--- config.mk ---
export PLATFORM = sky130hd
export DESIGN_NAME = cell_voltage_frame_receiver_flat
export DESIGN_NICKNAME = d
export VERILOG_FILES = /design/src/hw/rtl/cvfr_pkg.sv /design/src/hw/rtl/cvfr_req_if.sv /design/src/hw/rtl/cvfr_rsp_if.sv /design/src/hw/rtl/cell_voltage_frame_receiver.sv /design/src/hw/rtl/cvfr_frame_unpack.sv /design/src/hw/rtl/cvfr_result_queue.sv /design/src/flat_wrapper.sv
export SDC_FILE = /design/constraint.sdc
export NUM_CORES = 1
export LEC_CHECK = 0
export BUFFER_PORTS_ARGS = -buffer_cell sky130_fd_sc_hd__buf_4
export CAP_MARGIN = 10
export CORE_MARGIN = 4
export CORE_UTILIZATION = 60
export CTS_BUF_LIST = sky130_fd_sc_hd__clkbuf_16
export DETAILED_ROUTE_END_ITERATION = 7
export PLACE_DENSITY = 0.77
export REMOVE_ABC_BUFFERS = 1
export SYNTH_ARGS = -nofsm -noshare
export SYNTH_HDL_FRONTEND = slang
export SYNTH_SLANG_ARGS = --single-unit
--- constraint.sdc ---
create_clock -name clock -period 11 [get_ports clock]
set_input_delay 2.2 -clock clock [delete_from_list [all_inputs] [get_ports clock]]
set_output_delay 2.2 -clock clock [all_outputs]
set_load 0.02 [all_outputs]
--- src/hw/rtl/cvfr_pkg.sv ---
package cvfr_pkg;

   localparam int NUM_GROUPS  = 9;
   localparam int FRAME_BYTES = 8;
   localparam int PAYLOAD_LEN = 6;
   localparam int READINGS    = 4;

   localparam int POS_W   = $clog2(FRAME_BYTES);
   localparam int BYTE_W  = 8;
   localparam int CRC_W   = 16;
   localparam int RAW_W   = 12;
   localparam int VOLT_W  = 13;
   localparam int INDEX_W = 6;
   localparam int GROUP_W = 4;
   localparam int K_W     = $clog2(READINGS);

   localparam logic [CRC_W-1:0] PEC_POLY = 16'h4599;
   localparam logic [CRC_W-1:0] PEC_SEED = 16'd16;

   localparam logic [POS_W-1:0] POS_FIRST    = '0;
   localparam logic [POS_W-1:0] POS_PEC_HIGH = POS_W'(PAYLOAD_LEN);
   localparam logic [POS_W-1:0] POS_PEC_LOW  = POS_W'(FRAME_BYTES - 1);

   typedef enum logic {
      STATUS_OK        = 1'b0,
      STATUS_PEC_ERROR = 1'b1
   } status_type;

   typedef struct packed {
      status_type                         status;
      logic [GROUP_W-1:0]                 group;
      logic [READINGS-1:0][RAW_W-1:0]     raw;
   } frame_rec_type;

   function automatic logic [CRC_W-1:0] pec_table_entry(input logic [BYTE_W-1:0] idx);
      logic [CRC_W-1:0] r;
      r = {1'b0, idx, 7'b0};
      for (int b = 0; b < BYTE_W; b++) begin
         if (r[14]) begin
            r = {r[14:0], 1'b0} ^ PEC_POLY;
         end else begin
            r = {r[14:0], 1'b0};
         end
      end
      return r;
   endfunction

   function automatic logic [CRC_W-1:0] pec_byte_step(input logic [CRC_W-1:0] rem,
                                                      input logic [BYTE_W-1:0] data);
      logic [BYTE_W-1:0] addr;
      addr = rem[14:7] ^ data;
      return {rem[7:0], 8'b0} ^ pec_table_entry(addr);
   endfunction

   // reading * 3 / 2, rounded toward zero
   function automatic logic signed [VOLT_W-1:0] scale_reading(input logic [RAW_W-1:0] raw);
      logic [VOLT_W:0] t;
      t = {{2{raw[RAW_W-1]}}, raw} + {raw[RAW_W-1], raw, 1'b0};
      if (t[VOLT_W] && t[0]) begin
         t = t + 14'd1;
      end
      return signed'(t[VOLT_W:1]);
   endfunction

endpackage

--- src/hw/rtl/cvfr_req_if.sv ---
interface cvfr_req_if;
   logic                              valid;
   logic                              ready;
   logic [cvfr_pkg::BYTE_W-1:0]       rx_byte;
   logic [cvfr_pkg::GROUP_W-1:0]      group_index;
   logic                              frame_start;

   modport source (output valid, output rx_byte, output group_index, output frame_start,
                   input ready);
   modport sink   (input valid, input rx_byte, input group_index, input frame_start,
                   output ready);
endinterface

--- src/hw/rtl/cvfr_rsp_if.sv ---
interface cvfr_rsp_if;
   logic                                 valid;
   logic                                 ready;
   logic                                 result_status;
   logic [cvfr_pkg::INDEX_W-1:0]         cell_index;
   logic signed [cvfr_pkg::VOLT_W-1:0]   cell_voltage;
   logic                                 last_of_run;

   modport source (output valid, output result_status, output cell_index,
                   output cell_voltage, output last_of_run, input ready);
   modport sink   (input valid, input result_status, input cell_index,
                   input cell_voltage, input last_of_run, output ready);
endinterface

--- src/hw/rtl/cell_voltage_frame_receiver.sv ---
// Receives 8-byte cell-voltage readback frames one word per cycle: six payload bytes,
// then the two PEC bytes. A table-driven CRC15 byte step keeps up with one byte every
// clock, so req_chan takes a word each cycle while the result queue has room. The
// last byte of a frame leaves a frame record in a two-entry result queue; once it
// heads the queue, rsp_chan shows four cell readings (scaled by 1.5, one word per
// cycle while rsp_chan.ready is high) or a single error word when the PEC or the
// group number is bad. req_chan.ready drops only while two frames wait undrained.
// frame_start on any byte restarts a frame.
module cell_voltage_frame_receiver (
   input  logic       clock,
   input  logic       reset,
   cvfr_req_if.sink   req_chan,
   cvfr_rsp_if.source rsp_chan
);

   logic                     accept;
   logic                     push;
   logic                     full;
   cvfr_pkg::frame_rec_type  push_rec;

   assign req_chan.ready = !full;
   assign accept         = req_chan.valid && req_chan.ready;

   cvfr_frame_unpack u_unpack (
      .clock       (clock),
      .reset       (reset),
      .accept      (accept),
      .rx_byte     (req_chan.rx_byte),
      .group_index (req_chan.group_index),
      .frame_start (req_chan.frame_start),
      .push        (push),
      .push_rec    (push_rec)
   );

   cvfr_result_queue u_queue (
      .clock    (clock),
      .reset    (reset),
      .push     (push),
      .push_rec (push_rec),
      .full     (full),
      .rsp_chan (rsp_chan)
   );

endmodule

--- src/hw/rtl/cvfr_frame_unpack.sv ---
module cvfr_frame_unpack (
   input  logic                           clock,
   input  logic                           reset,
   input  logic                           accept,
   input  logic [cvfr_pkg::BYTE_W-1:0]    rx_byte,
   input  logic [cvfr_pkg::GROUP_W-1:0]   group_index,
   input  logic                           frame_start,
   output logic                           push,
   output cvfr_pkg::frame_rec_type        push_rec
);

   logic [cvfr_pkg::POS_W-1:0]                               byte_count_ff, byte_count_in;
   logic [cvfr_pkg::CRC_W-1:0]                               crc_ff, crc_in;
   logic [cvfr_pkg::GROUP_W-1:0]                             group_ff, group_in;
   logic [cvfr_pkg::BYTE_W-1:0]                              pec_high_ff, pec_high_in;
   logic [cvfr_pkg::PAYLOAD_LEN-1:0][cvfr_pkg::BYTE_W-1:0]   payload_ff, payload_in;

   logic [cvfr_pkg::POS_W-1:0]   pos;
   logic [cvfr_pkg::CRC_W-1:0]   crc_base;
   logic [cvfr_pkg::CRC_W-1:0]   pec;
   logic                         mismatch;

   always_comb begin
      pos           = frame_start ? cvfr_pkg::POS_FIRST : byte_count_ff;
      crc_base      = (pos == cvfr_pkg::POS_FIRST) ? cvfr_pkg::PEC_SEED : crc_ff;
      byte_count_in = byte_count_ff;
      crc_in        = crc_ff;
      group_in      = group_ff;
      pec_high_in   = pec_high_ff;
      payload_in    = payload_ff;
      push          = 1'b0;

      if (accept) begin
         if (pos == cvfr_pkg::POS_FIRST) begin
            group_in = group_index;
         end
         if (pos < cvfr_pkg::POS_PEC_HIGH) begin
            payload_in[pos] = rx_byte;
            crc_in          = cvfr_pkg::pec_byte_step(crc_base, rx_byte);
            byte_count_in   = pos + 3'd1;
         end else if (pos == cvfr_pkg::POS_PEC_HIGH) begin
            pec_high_in   = rx_byte;
            byte_count_in = cvfr_pkg::POS_PEC_LOW;
         end else begin
            byte_count_in = cvfr_pkg::POS_FIRST;
            push          = 1'b1;
         end
      end
   end

   // check on the last byte of the frame
   always_comb begin
      pec      = {crc_ff[cvfr_pkg::CRC_W-2:0], 1'b0};
      mismatch = (pec[15:8] != pec_high_ff) || (pec[7:0] != rx_byte) ||
                 (int'(group_ff) >= cvfr_pkg::NUM_GROUPS);
      push_rec.status = mismatch ? cvfr_pkg::STATUS_PEC_ERROR : cvfr_pkg::STATUS_OK;
      push_rec.group  = group_ff;
      push_rec.raw[0] = {payload_ff[0], payload_ff[1][7:4]};
      push_rec.raw[1] = {payload_ff[1][3:0], payload_ff[2]};
      push_rec.raw[2] = {payload_ff[3], payload_ff[4][7:4]};
      push_rec.raw[3] = {payload_ff[4][3:0], payload_ff[5]};
   end

   always_ff @(posedge clock) begin
      if (reset) begin
         byte_count_ff <= cvfr_pkg::POS_FIRST;
         crc_ff        <= cvfr_pkg::PEC_SEED;
         group_ff      <= '0;
         pec_high_ff   <= '0;
      end else begin
         byte_count_ff <= byte_count_in;
         crc_ff        <= crc_in;
         group_ff      <= group_in;
         pec_high_ff   <= pec_high_in;
      end
   end

   always_ff @(posedge clock) begin
      payload_ff <= payload_in;
   end

endmodule

--- src/hw/rtl/cvfr_result_queue.sv ---
module cvfr_result_queue (
   input  logic                     clock,
   input  logic                     reset,
   input  logic                     push,
   input  cvfr_pkg::frame_rec_type  push_rec,
   output logic                     full,
   cvfr_rsp_if.source               rsp_chan
);

   cvfr_pkg::frame_rec_type         rec_ff [2];
   cvfr_pkg::frame_rec_type         head;
   logic                            wr_ptr_ff, wr_ptr_in;
   logic                            rd_ptr_ff, rd_ptr_in;
   logic [1:0]                      count_ff, count_in;
   logic [cvfr_pkg::K_W-1:0]        k_ff, k_in;
   logic                            is_err;
   logic                            last;
   logic                            pop;

   always_comb begin
      head   = rec_ff[rd_ptr_ff];
      is_err = (head.status == cvfr_pkg::STATUS_PEC_ERROR);
      last   = is_err || (k_ff == cvfr_pkg::K_W'(cvfr_pkg::READINGS - 1));
      full   = (count_ff == 2'd2);

      rsp_chan.valid         = (count_ff != 2'd0);
      rsp_chan.result_status = head.status;
      rsp_chan.cell_index    = is_err ? '0 : {head.group, k_ff};
      rsp_chan.cell_voltage  = is_err ? '0 : cvfr_pkg::scale_reading(head.raw[k_ff]);
      rsp_chan.last_of_run   = last;

      pop       = rsp_chan.valid && rsp_chan.ready && last;
      wr_ptr_in = push ? ~wr_ptr_ff : wr_ptr_ff;
      rd_ptr_in = pop ? ~rd_ptr_ff : rd_ptr_ff;
      count_in  = count_ff + {1'b0, push} - {1'b0, pop};
      k_in      = k_ff;
      if (rsp_chan.valid && rsp_chan.ready) begin
         k_in = last ? '0 : k_ff + 2'd1;
      end
   end

   always_ff @(posedge clock) begin
      if (reset) begin
         wr_ptr_ff <= 1'b0;
         rd_ptr_ff <= 1'b0;
         count_ff  <= 2'd0;
         k_ff      <= '0;
      end else begin
         wr_ptr_ff <= wr_ptr_in;
         rd_ptr_ff <= rd_ptr_in;
         count_ff  <= count_in;
         k_ff      <= k_in;
      end
   end

   always_ff @(posedge clock) begin
      if (push) begin
         rec_ff[wr_ptr_ff] <= push_rec;
      end
   end

endmodule

--- src/flat_wrapper.sv ---
// flat-port wrapper written by rule: the top's interface ports become plain ports
module cell_voltage_frame_receiver_flat 
  (clock, reset, req_chan_valid, req_chan_rx_byte, req_chan_group_index, req_chan_frame_start, req_chan_ready, rsp_chan_valid, rsp_chan_result_status, rsp_chan_cell_index, rsp_chan_cell_voltage, rsp_chan_last_of_run, rsp_chan_ready);
  cvfr_req_if req_chan_i ();
  cvfr_rsp_if rsp_chan_i ();
  input  logic clock;
  input  logic reset;
  input wire logic [$bits(req_chan_i.valid)-1:0] req_chan_valid;
  input wire logic [$bits(req_chan_i.rx_byte)-1:0] req_chan_rx_byte;
  input wire logic [$bits(req_chan_i.group_index)-1:0] req_chan_group_index;
  input wire logic [$bits(req_chan_i.frame_start)-1:0] req_chan_frame_start;
  output wire logic [$bits(req_chan_i.ready)-1:0] req_chan_ready;
  output wire logic [$bits(rsp_chan_i.valid)-1:0] rsp_chan_valid;
  output wire logic [$bits(rsp_chan_i.result_status)-1:0] rsp_chan_result_status;
  output wire logic [$bits(rsp_chan_i.cell_index)-1:0] rsp_chan_cell_index;
  output wire logic [$bits(rsp_chan_i.cell_voltage)-1:0] rsp_chan_cell_voltage;
  output wire logic [$bits(rsp_chan_i.last_of_run)-1:0] rsp_chan_last_of_run;
  input wire logic [$bits(rsp_chan_i.ready)-1:0] rsp_chan_ready;
  assign req_chan_i.valid = req_chan_valid;
  assign req_chan_i.rx_byte = req_chan_rx_byte;
  assign req_chan_i.group_index = req_chan_group_index;
  assign req_chan_i.frame_start = req_chan_frame_start;
  assign req_chan_ready = req_chan_i.ready;
  assign rsp_chan_valid = rsp_chan_i.valid;
  assign rsp_chan_result_status = rsp_chan_i.result_status;
  assign rsp_chan_cell_index = rsp_chan_i.cell_index;
  assign rsp_chan_cell_voltage = rsp_chan_i.cell_voltage;
  assign rsp_chan_last_of_run = rsp_chan_i.last_of_run;
  assign rsp_chan_i.ready = rsp_chan_ready;
  cell_voltage_frame_receiver u_core (.clock(clock), .reset(reset), .req_chan(req_chan_i), .rsp_chan(rsp_chan_i));
endmodule
[Word level (Yosys, flattened, before mapping)]
Memories as Yosys holds them, arrays and structs flattened. A register that Yosys moved wholly into a read port is not among the register bits.
Cells that the tools add are included.
Operators by class
  $add $sub $neg: 6
  multiply operators: 0
  div/mod/pow operators: 0
  $lt $le $gt $ge: 5
  equal/unequal tests: 5
  shift-type cells: 0
  muxes and demuxes: 45
  bitwise operators: 13
  reductions and logical operators: 14
Operator list (number)
  2-to-1 mux 15 bit: 25
  NOT 7 bit: 8
  bitwise mux 48 bit: 1
  binary-select mux 12 bit (select 2 bit): 1
  demux 8 bit (select 3 bit): 1
  != test 8 bit: 2
  XOR 15 bit: 1
  adder 12 x 13 -> 14 bit: 1
  adder 14 x 1 -> 14 bit (second input constant): 1
  2-to-1 mux 14 bit: 1
  2-to-1 mux 13 bit: 1
  2-to-1 mux 12 bit: 1
  2-to-1 mux 3 bit: 3
  2-to-1 mux 1 bit: 8
  2-to-1 mux 8 bit: 1
  XOR 8 bit: 1
  2-to-1 mux 6 bit: 1
  logical AND 1 bit: 5
  equality test 2 bit (second input constant): 2
  >= comparator 4 bit (second input constant): 1
  < comparator 3 x 4 -> 1 bit (second input constant): 1
  AND reduction 2 bit: 2
  adder 3 x 1 -> 3 bit (second input constant): 1
  equality test 3 bit (second input constant): 1
  other kinds (13): 17
Storage, ports and cells
  bits in registers: 84
  latch bits: 0
  RAM bits: 106
  bits in read-only memories: 0
  input port bits: 17
  memories kept: 1
Memories
  u_core.u_queue.rec_ff: depth 2, width 53, rd ports 1, clocked after Yosys merged registers in 1, wr ports 1, line cvfr_result_queue.sv:10  | cvfr_pkg::frame_rec_type rec_ff [2];

[Depth between registers and ports, before layout]
  word-level depth: 37
  depth in mapped cells: 16
  depth with buffers taken out: 14

[Modules after synthesis]
From an unflattened synthesis, not the netlist that was laid out.
Second synthesis, totals
  cells, all modules: 654
  area total of the unflattened synthesis: 8981.1 µm²
Modules (own cells, without submodules)
  cvfr_result_queue: instances 1, cells each 354, area an instance 5338.9 µm²
  cvfr_frame_unpack: instances 1, cells each 298, area an instance 3632.2 µm²
  cell_voltage_frame_receiver: instances 1, cells each 2, area an instance 10.0 µm²

[Least setup slack after synthesis]
Ideal clock, no wire load.
  kind: flip-flop to output port
  from: register (tool-made name)
  to: output rsp_chan_cell_voltage[11]
  arrival time: 4255 ps
  path slack: 4545 ps
  stages on the path, launching flop included: 15
  buffers on the path: 2
  cell sequence: dfxtp_1 buf_4 buf_1 mux4_2 mux2i_1 inv_1 ha_1 a21o_1 a21oi_1 o2111ai_1 a211o_1 a211oi_1 and4bb_2 nand2_1 o21ai_0
RTL lines
  to (decl): line flat_wrapper.sv:16  | output wire logic [$bits(rsp_chan_i.cell_voltage)-1:0] rsp_chan_cell_voltage;

==> impl_metrics.json <==
{
  "post_dp_cell_area_um2": 9194,
  "maxSlewViolCount": 0,
  "fin_setup_tns_ps": 0,
  "yosysSeqAreaShare": 0.6163,
  "fp.dieW_um": 128.5,
  "cts.repair.resized": 0,
  "p_clk_frac": 0.354,
  "peakVddDrop_v": 0.0001208,
  "wl_mm": 16.29,
  "grt_pass1_vias": 5112,
  "dr.max_layer_used": "met4",
  "start_kind": "flop",
  "fin_crit_sh": 0.6454,
  "wl_met2_mm": 8.444,
  "hold_buffers": 0,
  "setup_viol": 0,
  "tightest_slew_ps": 1081,
  "final_cells": 846,
  "ant_nets": 0,
  "max-cap-violations": 0,
  "status": "complete, no violations",
  "cts_tree": "yes",
  "synth-edff-count": 154,
  "slew_headroom": 0.2754,
  "ys_ff_latch": 191,
  "hold_path_class": "reg -> reg",
  "hold_slack_ps": 444.0,
  "synth_ff_type": "edfxtp_1",
  "via_count": 4926,
  "drive_gt1_frac": 0.1997,
  "synthesis.instances": 614,
  "gp_congestion": 0.9281,
  "worstPathRequired_ps": 8800,
  "antenna_found_initial": 0,
  "worst-setup-path-type": "reg -> out",
  "wl_met1_mm": 6.777,
  "powerDensity_nw_per_um2": 161.1,
  "rsz0062_at_grt": "false",
  "cts_htree_levels": 4,
  "die_area_um2": 16500,
  "rows": 43,
  "port_buffers": 39,
  "dr.pass1.iters": 4,
  "overflow": 0,
  "grt_pass1_wl_mm": 26.81,
  "drt_iter0_drc": 426,
  "cts_buffer_depth": 2,
  "wl_per_cell_um": 19.26,
  "pin_count": 40,
  "cellInternalPower_mw": 1.184,
  "finClkSkew_ps": 8.218,
  "p_sw_mw": 0.3835,
  "grt_max_degree": 54,
  "cts_root_buffer": "clkbuf_16",
  "grt_usage": 0.2144,
  "dr_wl_met3_um": 778,
  "cts_made_buffers": 17,
  "layout_commonest_cell": "edfxtp_1",
  "nNetsFinal": 689,
  "max_freq_mhz": 140.9,
  "crit_arrival_ps": 4900,
  "layout_common_cells": "edfxtp_1 (154), nor2_1 (54), nand2_1 (49)",
  "place_inst": 814,
  "finalInstanceArea_um2": 9729,
  "area_delta_synth_final_pct": 11.76,
  "syn_area_um2": 8706,
  "cp-end-kind": "output pin",
  "clk_transition_reported_paths_ps": 70,
  "viasPerCell": 5.823,
  "clock_latency_ps": 430,
  "cts.sinks": 191,
  "hpwlAfterDp_mm": 11.17,
  "die_h_um": 128.5,
  "pwr-share-seq": 0.522,
  "swShare": 0.2446,
  "critPathMaxFanout": 21,
  "avgSynthCellArea_um2": 14.18,
  "yosysWarnings": 0,
  "initial_core_util": 0.6200,
  "cts_setup_buffers": 0,
  "drc": 0,
  "leakagePower_nw": 3.453,
  "async_flop_share": 0,
  "total_power_mw": 1.568,
  "power_frac_comb": 0.125,
  "n_antenna_cell": 0,
  "hold_viol_final": 0,
  "fillers": 917,
  "period_minus_slack_ps": 7100,
  "core_um2": 14040,
  "synth.distinct_cells": 61
}
## worst max-delay path, cell delays in order (launching register included)
cell and delay, ps:
dfxtp_2 500, buf_4 450, mux4_2 550, mux2i_1 310, inv_1 120, ha_1 290, a21o_1 180, a21oi_1 380
o2111ai_1 150, a211o_1 330, a211oi_1 410, nor3b_2 330, nand3_1 100, a21oi_1 170, buf_4 180
## state kept, by name (all words and copies together), names as in the netlist, named ones only
name                           flops
u_core.u_queue.count_ff            2
u_core.u_queue.k_ff                2
u_core.u_queue.rd_ptr_ff           1
u_core.u_queue.rec_ff            106
u_core.u_queue.wr_ptr_ff           1
u_core.u_unpack.byte_count_ff      3
u_core.u_unpack.crc_ff            15
u_core.u_unpack.group_ff           4
u_core.u_unpack.pec_high_ff        8
u_core.u_unpack.push_rec          48
## cell type report
class                           instances  area [µm²]  share of cell area
Clock inverter                         15       110.1             0.01132
Clock buffer                           17       425.4             0.04372
Timing Repair Buffer                   45       337.8             0.03472
Multi-Input combinational cell        381        3201              0.3290
Tap cell                              180       225.2             0.02315
Inverter                               17       63.81            0.006559
Sequential cell                       191        5366              0.5516
## metal layers
metal	vias to the layer above	global-route usage
li1	2346	-
met1	2432	0.2757
met2	121	0.3668
met3	27	0.04193
met4	0	0.07491
met5	-	0
## metrics by stage
step / setup WS, ps / util
2_1_floorplan: 4205 / -
3_3_place_gp: 4552 / 0.6547
3_5_place_dp: 4338 / 0.6547
4_1_cts: 3863 / 0.6929
5_1_grt: 3560 / 0.6929
6_report: 3900 / 0.6929
## path summary, 6_finish.rpt
check,from,to,slack [ps],cells past startpoint
worst max-delay path,flop,rsp_chan_cell_voltage[10],3900,14
worst min-delay path,u_core.u_unpack.push_rec[7],u_core.u_queue.rec_ff[1][7],440,0
worst max register to register,flop,u_core.u_queue.count_ff[1],7370,11
worst min register to register,u_core.u_unpack.push_rec[7],u_core.u_queue.rec_ff[1][7],440,0
## power groups by stage
stage	clock [mW]	sequential, mW	combinational [mW]
2_1_floorplan	0	0.827	0.155
3_3_place_gp	0	0.831	0.193
3_5_place_dp	0	0.833	0.195
4_1_cts	0.563	0.817	0.197
5_1_grt	0.599	0.820	0.214
6_report	0.554	0.818	0.196
## cells by family after synthesis
logic type,count (synthesis),share of synthesized area
flops,191,0.6163
mux,54,0.09816
fa+ha+maj,19,0.02817
buf+inv,42,0.02199
simple gates,155,0.08293
xor+xnor,83,0.09773
compound gates,70,0.05476
## cells in the mapped netlist (all sizes together) (6+ instances only)
cell	instances	area (µm²)
a211oi	8	65.06
a21oi	22	121.4
buf	10	71.31
clkbuf	15	56.30
dfxtp	37	740.7
edfxtp	154	4624
ha	18	225.2
inv	16	60.06
mux2	11	123.9
mux2i	19	190.2
mux4	24	540.5
nand2	49	183.9
nand2b	6	45.04
nand3	6	30.03
nand4	6	37.54
nor2	56	210.2
nor3	7	35.03
o21ai	12	60.05
xnor2	51	495.5
xor2	27	236.5
Power figures use the tool's default switching activity.
